`src/sv/vrrd_pkg.sv`:
```
// ----------------------------------------------------------------------------
// vrrd_pkg
// Shared types and constants of the RTC rate divider.
// ----------------------------------------------------------------------------
`default_nettype none

package vrrd_pkg;

    localparam int CHANNELS  = 3;
    localparam int BASE_RATE = 1024;
    localparam int MIN_RATE  = 2;

    localparam int KIND_W    = 3;
    localparam int CHAN_W    = 2;
    localparam int FREQ_W    = 16;
    localparam int BYTES_W   = 4;
    localparam int ALL_W     = 3;

    localparam int REQUIRED_BYTES = 4;
    localparam int OPEN_RELOAD    = BASE_RATE / MIN_RATE;
    localparam int CNT_W          = $clog2(OPEN_RELOAD + 1);
    localparam int CH_IDX_W       = (CHANNELS > 1) ? $clog2(CHANNELS) : 1;
    localparam int LG_W           = $clog2(FREQ_W);

    localparam int QUEUE_DEPTH = 2;
    localparam int QPTR_W      = (QUEUE_DEPTH > 1) ? $clog2(QUEUE_DEPTH) : 1;
    localparam int QCNT_W      = $clog2(QUEUE_DEPTH + 1);

    localparam logic [KIND_W-1:0] KIND_TICK     = 3'd0;
    localparam logic [KIND_W-1:0] KIND_SET_RATE = 3'd1;
    localparam logic [KIND_W-1:0] KIND_OPEN     = 3'd2;
    localparam logic [KIND_W-1:0] KIND_CLOSE    = 3'd3;
    localparam logic [KIND_W-1:0] KIND_READ_ARM = 3'd4;
    localparam logic [KIND_W-1:0] KIND_POLL     = 3'd5;

    typedef enum logic [2:0] {
        OP_NOP,
        OP_TICK,
        OP_SET_RATE,
        OP_REJECT,
        OP_OPEN,
        OP_CLOSE,
        OP_READ_ARM
    } op_t;

    typedef struct packed {
        op_t                 op;
        logic                ch_ok;
        logic [CH_IDX_W-1:0] ch;
        logic [CNT_W-1:0]    reload;
    } cmd_t;

endpackage

`default_nettype wire

```
`src/sv/vrrd_req_if.sv`:
```
// ----------------------------------------------------------------------------
// vrrd_req_if
// Request channel: valid/ready handshake with the request word.
// ----------------------------------------------------------------------------
`default_nettype none

interface vrrd_req_if;
    logic                         valid;
    logic                         ready;
    logic [vrrd_pkg::KIND_W-1:0]  kind;
    logic [vrrd_pkg::CHAN_W-1:0]  channel;
    logic [vrrd_pkg::FREQ_W-1:0]  freq_value;
    logic [vrrd_pkg::BYTES_W-1:0] byte_count;

    modport source (output valid, kind, channel, freq_value, byte_count, input ready);
    modport sink   (input valid, kind, channel, freq_value, byte_count, output ready);
endinterface

`default_nettype wire

```
`src/sv/vrrd_rsp_if.sv`:
```
// ----------------------------------------------------------------------------
// vrrd_rsp_if
// Response channel: valid/ready handshake with the result word.
// ----------------------------------------------------------------------------
`default_nettype none

interface vrrd_rsp_if;
    logic                       valid;
    logic                       ready;
    logic                       status;
    logic                       flag;
    logic [vrrd_pkg::ALL_W-1:0] all_flags;

    modport source (output valid, status, flag, all_flags, input ready);
    modport sink   (input valid, status, flag, all_flags, output ready);
endinterface

`default_nettype wire

```
`src/sv/virtual_rtc_rate_divider.sv`:
```
// A result word is registered in the back end after its request leaves the queue.
// Throughput: one word in and one command executed per cycle unless rsp stalls.
// A two-entry command queue lets intake continue while a result waits on the output.
// Reset (rst_n low, asynchronous) clears counters, active and event flags, the
// shared reload, the queue and the output valid.
// ----------------------------------------------------------------------------
// virtual_rtc_rate_divider
// Three-channel divider of a base tick with a shared power-of-two reload.
// ----------------------------------------------------------------------------
`default_nettype none

module virtual_rtc_rate_divider (
    input  wire logic  clk,
    input  wire logic  rst_n,
    vrrd_req_if.sink   req,
    vrrd_rsp_if.source rsp
);

    logic           push;
    logic           pop;
    logic           full;
    logic           not_empty;
    vrrd_pkg::cmd_t push_cmd;
    vrrd_pkg::cmd_t head_cmd;

    vrrd_front u_front (
        .req  (req),
        .full (full),
        .push (push),
        .cmd  (push_cmd)
    );

    vrrd_queue u_queue (
        .clk       (clk),
        .rst_n     (rst_n),
        .push      (push),
        .push_cmd  (push_cmd),
        .pop       (pop),
        .full      (full),
        .not_empty (not_empty),
        .head_cmd  (head_cmd)
    );

    vrrd_back u_back (
        .clk       (clk),
        .rst_n     (rst_n),
        .not_empty (not_empty),
        .cmd       (head_cmd),
        .pop       (pop),
        .rsp       (rsp)
    );

endmodule

`default_nettype wire

```
`src/sv/vrrd_front.sv`:
```
// ----------------------------------------------------------------------------
// vrrd_front
// Accept request words, decode them and check set-rate arguments.
// ----------------------------------------------------------------------------
`default_nettype none

module vrrd_front (
    vrrd_req_if.sink        req,
    input  wire logic       full,
    output logic            push,
    output vrrd_pkg::cmd_t  cmd
);

    logic                        pow2;
    logic                        rate_ok;
    logic [vrrd_pkg::LG_W-1:0]   lg;

    assign req.ready = !full;
    assign push      = req.valid && !full;

    always_comb
    begin
        lg = '0;
        for (int k = 0; k < vrrd_pkg::FREQ_W; k++)
        begin
            if (req.freq_value[k])
            begin
                lg = vrrd_pkg::LG_W'(k);
            end
        end
    end

    assign pow2    = (req.freq_value != '0) &&
                     ((req.freq_value & (req.freq_value - 1'b1)) == '0);
    assign rate_ok = pow2 &&
                     (int'(req.freq_value) >= vrrd_pkg::MIN_RATE) &&
                     (int'(req.freq_value) <= vrrd_pkg::BASE_RATE);

    always_comb
    begin
        cmd.ch_ok  = int'(req.channel) < vrrd_pkg::CHANNELS;
        cmd.ch     = vrrd_pkg::CH_IDX_W'(req.channel);
        cmd.reload = vrrd_pkg::CNT_W'(vrrd_pkg::BASE_RATE >> lg);
        case (req.kind)
            vrrd_pkg::KIND_TICK:
                cmd.op = vrrd_pkg::OP_TICK;
            vrrd_pkg::KIND_SET_RATE:
            begin
                if ((int'(req.byte_count) == vrrd_pkg::REQUIRED_BYTES) && rate_ok)
                    cmd.op = vrrd_pkg::OP_SET_RATE;
                else
                    cmd.op = vrrd_pkg::OP_REJECT;
            end
            vrrd_pkg::KIND_OPEN:
                cmd.op = vrrd_pkg::OP_OPEN;
            vrrd_pkg::KIND_CLOSE:
                cmd.op = vrrd_pkg::OP_CLOSE;
            vrrd_pkg::KIND_READ_ARM:
                cmd.op = vrrd_pkg::OP_READ_ARM;
            default:
                cmd.op = vrrd_pkg::OP_NOP;
        endcase
    end

endmodule

`default_nettype wire

```
`src/sv/vrrd_queue.sv`:
```
// ----------------------------------------------------------------------------
// vrrd_queue
// Short command queue between the decode front and the execute back.
// ----------------------------------------------------------------------------
`default_nettype none

module vrrd_queue (
    input  wire logic            clk,
    input  wire logic            rst_n,
    input  wire logic            push,
    input  wire vrrd_pkg::cmd_t  push_cmd,
    input  wire logic            pop,
    output logic                 full,
    output logic                 not_empty,
    output vrrd_pkg::cmd_t       head_cmd
);

    vrrd_pkg::cmd_t                   entry_reg [vrrd_pkg::QUEUE_DEPTH];
    logic [vrrd_pkg::QPTR_W-1:0]      wr_ptr_reg, wr_ptr_next;
    logic [vrrd_pkg::QPTR_W-1:0]      rd_ptr_reg, rd_ptr_next;
    logic [vrrd_pkg::QCNT_W-1:0]      count_reg, count_next;

    assign full      = (int'(count_reg) == vrrd_pkg::QUEUE_DEPTH);
    assign not_empty = (count_reg != '0);
    assign head_cmd  = entry_reg[rd_ptr_reg];

    always_comb
    begin
        wr_ptr_next = wr_ptr_reg;
        rd_ptr_next = rd_ptr_reg;
        count_next  = count_reg;
        if (push)
        begin
            if (int'(wr_ptr_reg) == vrrd_pkg::QUEUE_DEPTH - 1)
                wr_ptr_next = '0;
            else
                wr_ptr_next = wr_ptr_reg + 1'b1;
        end
        if (pop)
        begin
            if (int'(rd_ptr_reg) == vrrd_pkg::QUEUE_DEPTH - 1)
                rd_ptr_next = '0;
            else
                rd_ptr_next = rd_ptr_reg + 1'b1;
        end
        if (push && !pop)
            count_next = count_reg + 1'b1;
        else if (pop && !push)
            count_next = count_reg - 1'b1;
    end

    always_ff @(posedge clk or negedge rst_n)
    begin
        if (!rst_n)
        begin
            wr_ptr_reg <= '0;
            rd_ptr_reg <= '0;
            count_reg  <= '0;
        end
        else
        begin
            wr_ptr_reg <= wr_ptr_next;
            rd_ptr_reg <= rd_ptr_next;
            count_reg  <= count_next;
        end
    end

    always_ff @(posedge clk)
    begin
        if (push)
        begin
            entry_reg[wr_ptr_reg] <= push_cmd;
        end
    end

endmodule

`default_nettype wire

```
`src/sv/vrrd_back.sv`:
```
// ----------------------------------------------------------------------------
// vrrd_back
// Execute commands on channel state and register the result word.
// ----------------------------------------------------------------------------
`default_nettype none

module vrrd_back (
    input  wire logic            clk,
    input  wire logic            rst_n,
    input  wire logic            not_empty,
    input  wire vrrd_pkg::cmd_t  cmd,
    output logic                 pop,
    vrrd_rsp_if.source           rsp
);

    logic [vrrd_pkg::CNT_W-1:0]    count_reg  [vrrd_pkg::CHANNELS];
    logic [vrrd_pkg::CNT_W-1:0]    count_next [vrrd_pkg::CHANNELS];
    logic [vrrd_pkg::CHANNELS-1:0] active_reg, active_next;
    logic [vrrd_pkg::CHANNELS-1:0] event_reg, event_next;
    logic [vrrd_pkg::CNT_W-1:0]    reload_reg, reload_next;

    logic                          valid_reg;
    logic                          status_reg, status_next;
    logic                          flag_reg, flag_next;
    logic [vrrd_pkg::ALL_W-1:0]    all_reg, all_next;

    assign pop = not_empty && (!valid_reg || rsp.ready);

    assign rsp.valid     = valid_reg;
    assign rsp.status    = status_reg;
    assign rsp.flag      = flag_reg;
    assign rsp.all_flags = all_reg;

    always_comb
    begin
        count_next  = count_reg;
        active_next = active_reg;
        event_next  = event_reg;
        reload_next = reload_reg;
        status_next = 1'b0;
        case (cmd.op)
            vrrd_pkg::OP_TICK:
            begin
                for (int i = 0; i < vrrd_pkg::CHANNELS; i++)
                begin
                    if (active_reg[i])
                    begin
                        if (count_reg[i] <= vrrd_pkg::CNT_W'(1))
                        begin
                            count_next[i] = reload_reg;
                            event_next[i] = 1'b1;
                        end
                        else
                        begin
                            count_next[i] = count_reg[i] - 1'b1;
                        end
                    end
                end
            end
            vrrd_pkg::OP_SET_RATE:
                reload_next = cmd.reload;
            vrrd_pkg::OP_REJECT:
                status_next = 1'b1;
            vrrd_pkg::OP_OPEN:
            begin
                if (cmd.ch_ok)
                begin
                    active_next[cmd.ch] = 1'b1;
                    count_next[cmd.ch]  = vrrd_pkg::CNT_W'(vrrd_pkg::OPEN_RELOAD);
                    reload_next         = vrrd_pkg::CNT_W'(vrrd_pkg::OPEN_RELOAD);
                end
            end
            vrrd_pkg::OP_CLOSE:
            begin
                if (cmd.ch_ok)
                    active_next[cmd.ch] = 1'b0;
            end
            vrrd_pkg::OP_READ_ARM:
            begin
                if (cmd.ch_ok && active_reg[cmd.ch])
                    event_next[cmd.ch] = 1'b0;
            end
            default:
            begin
            end
        endcase

        flag_next = cmd.ch_ok && event_next[cmd.ch];
        all_next  = '0;
        for (int i = 0; i < vrrd_pkg::ALL_W; i++)
        begin
            if (i < vrrd_pkg::CHANNELS)
                all_next[i] = event_next[i];
        end
    end

    always_ff @(posedge clk or negedge rst_n)
    begin
        if (!rst_n)
        begin
            for (int i = 0; i < vrrd_pkg::CHANNELS; i++)
            begin
                count_reg[i] <= '0;
            end
            active_reg <= '0;
            event_reg  <= '0;
            reload_reg <= '0;
            valid_reg  <= 1'b0;
        end
        else
        begin
            if (pop)
            begin
                count_reg  <= count_next;
                active_reg <= active_next;
                event_reg  <= event_next;
                reload_reg <= reload_next;
                valid_reg  <= 1'b1;
            end
            else if (rsp.ready)
            begin
                valid_reg <= 1'b0;
            end
        end
    end

    always_ff @(posedge clk)
    begin
        if (pop)
        begin
            status_reg <= status_next;
            flag_reg   <= flag_next;
            all_reg    <= all_next;
        end
    end

endmodule

`default_nettype wire

```
`src/flat_wrapper.sv`:
```
// flat-port wrapper written by rule: the top's interface ports become plain ports
module virtual_rtc_rate_divider_flat 
  (clk, rst_n, req_valid, req_kind, req_channel, req_freq_value, req_byte_count, req_ready, rsp_valid, rsp_status, rsp_flag, rsp_all_flags, rsp_ready);
  vrrd_req_if req_i ();
  vrrd_rsp_if rsp_i ();
  input  wire logic clk;
  input  wire logic rst_n;
  input wire logic [$bits(req_i.valid)-1:0] req_valid;
  input wire logic [$bits(req_i.kind)-1:0] req_kind;
  input wire logic [$bits(req_i.channel)-1:0] req_channel;
  input wire logic [$bits(req_i.freq_value)-1:0] req_freq_value;
  input wire logic [$bits(req_i.byte_count)-1:0] req_byte_count;
  output wire logic [$bits(req_i.ready)-1:0] req_ready;
  output wire logic [$bits(rsp_i.valid)-1:0] rsp_valid;
  output wire logic [$bits(rsp_i.status)-1:0] rsp_status;
  output wire logic [$bits(rsp_i.flag)-1:0] rsp_flag;
  output wire logic [$bits(rsp_i.all_flags)-1:0] rsp_all_flags;
  input wire logic [$bits(rsp_i.ready)-1:0] rsp_ready;
  assign req_i.valid = req_valid;
  assign req_i.kind = req_kind;
  assign req_i.channel = req_channel;
  assign req_i.freq_value = req_freq_value;
  assign req_i.byte_count = req_byte_count;
  assign req_ready = req_i.ready;
  assign rsp_valid = rsp_i.valid;
  assign rsp_status = rsp_i.status;
  assign rsp_flag = rsp_i.flag;
  assign rsp_all_flags = rsp_i.all_flags;
  assign rsp_i.ready = rsp_ready;
  virtual_rtc_rate_divider u_core (.clk(clk), .rst_n(rst_n), .req(req_i), .rsp(rsp_i));
endmodule
```
`config.mk`:
```
export PLATFORM = sky130hd
export DESIGN_NAME = virtual_rtc_rate_divider_flat
export DESIGN_NICKNAME = d
export VERILOG_FILES = /design/src/sv/vrrd_pkg.sv /design/src/sv/vrrd_req_if.sv /design/src/sv/vrrd_rsp_if.sv /design/src/sv/virtual_rtc_rate_divider.sv /design/src/sv/vrrd_front.sv /design/src/sv/vrrd_queue.sv /design/src/sv/vrrd_back.sv /design/src/flat_wrapper.sv
export SDC_FILE = /design/constraint.sdc
export NUM_CORES = 1
export LEC_CHECK = 0
export BUFFER_PORTS_ARGS = -buffer_cell sky130_fd_sc_hd__buf_2
export CAP_MARGIN = 25
export CORE_MARGIN = 2
export CORE_UTILIZATION = 40
export CTS_CLUSTER_SIZE = 30
export DETAILED_ROUTE_END_ITERATION = 12
export SLEW_MARGIN = 25
export SYNTH_ARGS = -nofsm -noshare
export SYNTH_HDL_FRONTEND = slang
export SYNTH_SLANG_ARGS = --single-unit
```
`constraint.sdc`:
```
create_clock -name clk -period 3.1 [get_ports clk]
set_clock_uncertainty 0.2 [all_clocks]
set_input_delay 0.155 -clock clk [delete_from_list [all_inputs] [get_ports clk]]
set_output_delay 0.155 -clock clk [all_outputs]
set_load 0.01 [all_outputs]
```
==> impl_metrics.csv <==
group,metric,value,unit
critical_path,crit_chain,"or3b_2, a21boi_0, nand2_1, or4_1, o21ai_1",
cts,htreeDepth,3,
place,hpwl,8478,um
routing,wl_per_cell,16.36,um
synth,synth_top_family_by_area,"simple AND/OR/NAND/NOR gates",
pwr,seqPwrFrac,38.6,%
floorplanning,core,0.01196,mm2
global_route,overflow,0,
cts,cts_setup_buffers,0,
sta,max_slew_margin,50.70,%
routing,wl,11540,um
sta,hold_viol,0,
routing,firstDrtPassIters,5,
synth,synth_mux_area_share,6.670,%
synth,ys_warn_count,0,
routing,vias,4050,
global_route,grt.total_usage,18.43,%
sta,tns,0,ns
place,io_buffers,35,
synth,synth_compound_area_share,18.53,%
routing,viasPerCell,5.745,
synth,synth_edf_count,37,
synth,synth_top_area_share,26.07,%
global_route,grt_max_degree,28,
synth,synth_area,0.004896,mm2
pwr,p_leak,2.278,nW
synth,synth_cells,503,
sta,fin_crit,2.699,ns
routing,drcViolationCount,0,
pwr,p_per_area,912.0,mW/mm2
pwr,pwr-share-comb,42.6,%
critical_path,cp-start-kind,"flip-flop",
cells_and_area,fill_cells,1142,
pwr,p_sw_share,40.56,%
cells_and_area,antenna_cells,0,
synth,syn_avg_cell_area,9.733,um2
synth,yosysSeqAreaShare,48.76,%
pwr,ir_worst_vdd,0.0003697,V
critical_path,critPathArrivalTime,2.76,ns
cells_and_area,largest_reg_flops,32,
cells_and_area,postLayoutCoreUtil,46.90,%
cts,clock_path_buffers,2,
synth,synthTopCellsByArea,"dfrtp_1 26%, edfxtp_1 23%, o21ai_0 5.1%, nor2_1 4.4%, a21oi_1 4.0%",
critical_path,crit_path_start,"u_core.u_queue.rd_ptr_reg",
cts,clk_latency,0.33,ns
critical_path,rr_startpoint,"u_core.u_queue.rd_ptr_reg",
synth,synth_xor_area_share,0.8945,%
cells_and_area,drive_gt1_share,15.41,%
worst_hold_path,hold_path_class,"in -> reg",
floorplanning,dieWidth,114.6,um
routing,ant_nets,0,
routing,drt_iter0_drc,243,
synth,ys.flop_type,"dfrtp_1",
synth,ys_async_sr_fraction,57.95,%
pwr,pwr-share-clk,18.9,%
cts,cts_buffers,9,
sta,max_freq,370.5,MHz
sta,setup_viol_count_final,0,
synth,synthSimpleGateAreaFrac,20.09,%
critical_path,end_kind,"flip-flop",
floorplanning,io_pins,36,
floorplanning,num_rows,40,
cts,cts_tree,"built",
cells_and_area,layout_common_cells,"58 x nor2_1, 51 x dfrtp_1, 50 x o21ai_0, 39 x a21oi_1, 37 x edfxtp_1",
pwr,p_int,0.003041,W
global_route,antenna_found_initial,0,
sta,worstMarginPinSlew,0.7395,ns
global_route,grt_pass1_vias,3864,
sta,slew_violations,0,
flow_run,drv_cap,0,
run_status,outcome,"finished clean",
synth,synth_top_cell_by_area,"dfrtp_1",
cells_and_area,final_common_cell,"nor2_1",
synth,synthAdderAreaFrac,1.789,%
synth,syn_nets,539,
synth,ys_ff_latch,88,
cells_and_area,area_growth,14.59,%
synth,synth_cell_types,67,
floorplanning,dieArea,0.01314,mm2
sta,rsz0062_at_grt,"false",
critical_path,regToRegSetupSlack,0.40,ns
cts,path_clk_slew,0.06,ns
cells_and_area,nets,589,
floorplanning,chipHeight,114.6,um
worst_hold_path,min_from,"req_freq_value[14]",
pwr,power.switching,0.002076,W
cts,clkSinkCount,88,
critical_path,path_class,"reg -> reg",
global_route,grt_pass1_wl,19000,um
critical_path,worstPathRequired,3.16,ns
floorplanning,start_util,40.93,%
critical_path,crit_fanout,12,
cts,clockRootBuffer,"clkbuf_16",
sta,fin_crit_sh,87.07,%
place,gp_congestion,0.8451,
critical_path,crit_slowest_cell,"or3b_2",
critical_path,critPathMaxStageDelay,0.54,ns
-- worst max-delay path: cells and delay by family (launching register included) --
family	cells	cell delay (ns)
flops	1	0.49
compound gates	2	0.56
simple gates	3	1.39
-- through the flow --
stage | area, um2 | power [W] | cells | hold slack [ns] | worst slack [ns]
5_1_grt | 5610 | 0.005502 | 705 | 0.04236 | 0.2040
4_1_cts | 5610 | 0.005121 | 705 | 0.02843 | 0.4618
3_3_place_gp | 5275 | 0.004065 | 682 | -0.003082 | 0.5279
6_report | 5610 | 0.005117 | 705 | 0.02850 | 0.4008
3_5_place_dp | 5275 | 0.004126 | 682 | 0.004875 | 0.4658
2_1_floorplan | 4896 | 0.003509 | 503 | -0.3406 | 0.8925
-- final timing paths --
kind / end / cells past startpoint
min in group asynchronous: u_core.u_back.count_reg[11] / 2
max in group asynchronous: u_core.u_back.reload_reg[7] / 3
max reg2reg: u_core.u_back.count_reg[27] / 5
max: u_core.u_back.count_reg[27] / 5
min: u_core.u_queue.entry_reg[0][8] / 3
min reg2reg: u_core.u_queue.wr_ptr_reg / 1
-- cell usage after synthesis (all sizes together) (4+ instances only) --
| cell | number |
|---|---|
| nor2 | 58 |
| o21ai | 52 |
| dfrtp | 51 |
| a21oi | 39 |
| edfxtp | 37 |
| nand2 | 29 |
| nor3 | 23 |
| inv | 22 |
| mux2i | 18 |
| nor4 | 14 |
| mux2 | 13 |
| clkbuf | 10 |
| nand3 | 10 |
| nor2b | 9 |
| nand2b | 8 |
| ha | 7 |
| o2bb2ai | 7 |
| or3 | 7 |
| buf | 6 |
| nand3b | 5 |
| nor3b | 5 |
| o31ai | 5 |
| a22oi | 4 |
| a31oi | 4 |
| o21bai | 4 |
-- area by class of cell --
class                   instances  area, um2  area share, %
clock inverters                 6      36.28         0.6467
clock buffers                  10      229.0          4.081
flip-flops and latches         88       2387          42.55
multi-input cells             377       2349          41.86
inverters                      22      82.58          1.472
repair buffers                 55      342.8          6.111
well taps                     147      183.9          3.278
-- cell families after synthesis --
| logic type | Yosys count |
|---|---|
| compound gates | 146 |
| xor+xnor | 5 |
| fa+ha+maj | 7 |
| buf+inv | 38 |
| flops | 88 |
| mux | 31 |
| simple gates | 188 |
-- repair_timing --
| action | CTS | global route |
|---|---|---|
| hold buffers | 7 | 0 |
| hold endpoints to repair | 36 | 0 |
| resized for setup | 0 | 0 |
| setup endpoints to repair | 0 | 0 |
-- power groups by stage --
stage	registers [W]	clock network (W)	logic (W)
global placement	0.00197	0	0.00210
finish	0.00197	0.000966	0.00218
floorplan	0.00185	0	0.00165
detailed placement	0.00198	0	0.00214
global route	0.00201	0.00104	0.00245
CTS	0.00196	0.000994	0.00217
-- routing by layer --
layer,vias up,GRT usage (%),part of all wire (%),wire length [um]
met5,-,0,0,0
met4,0,6.992,2.0,230
met3,20,2.170,3.1,363
met2,98,30.34,47,5385
met1,1959,24.96,48,5557
li1,1973,-,-,-
Power figures use the tool's default switching activity.
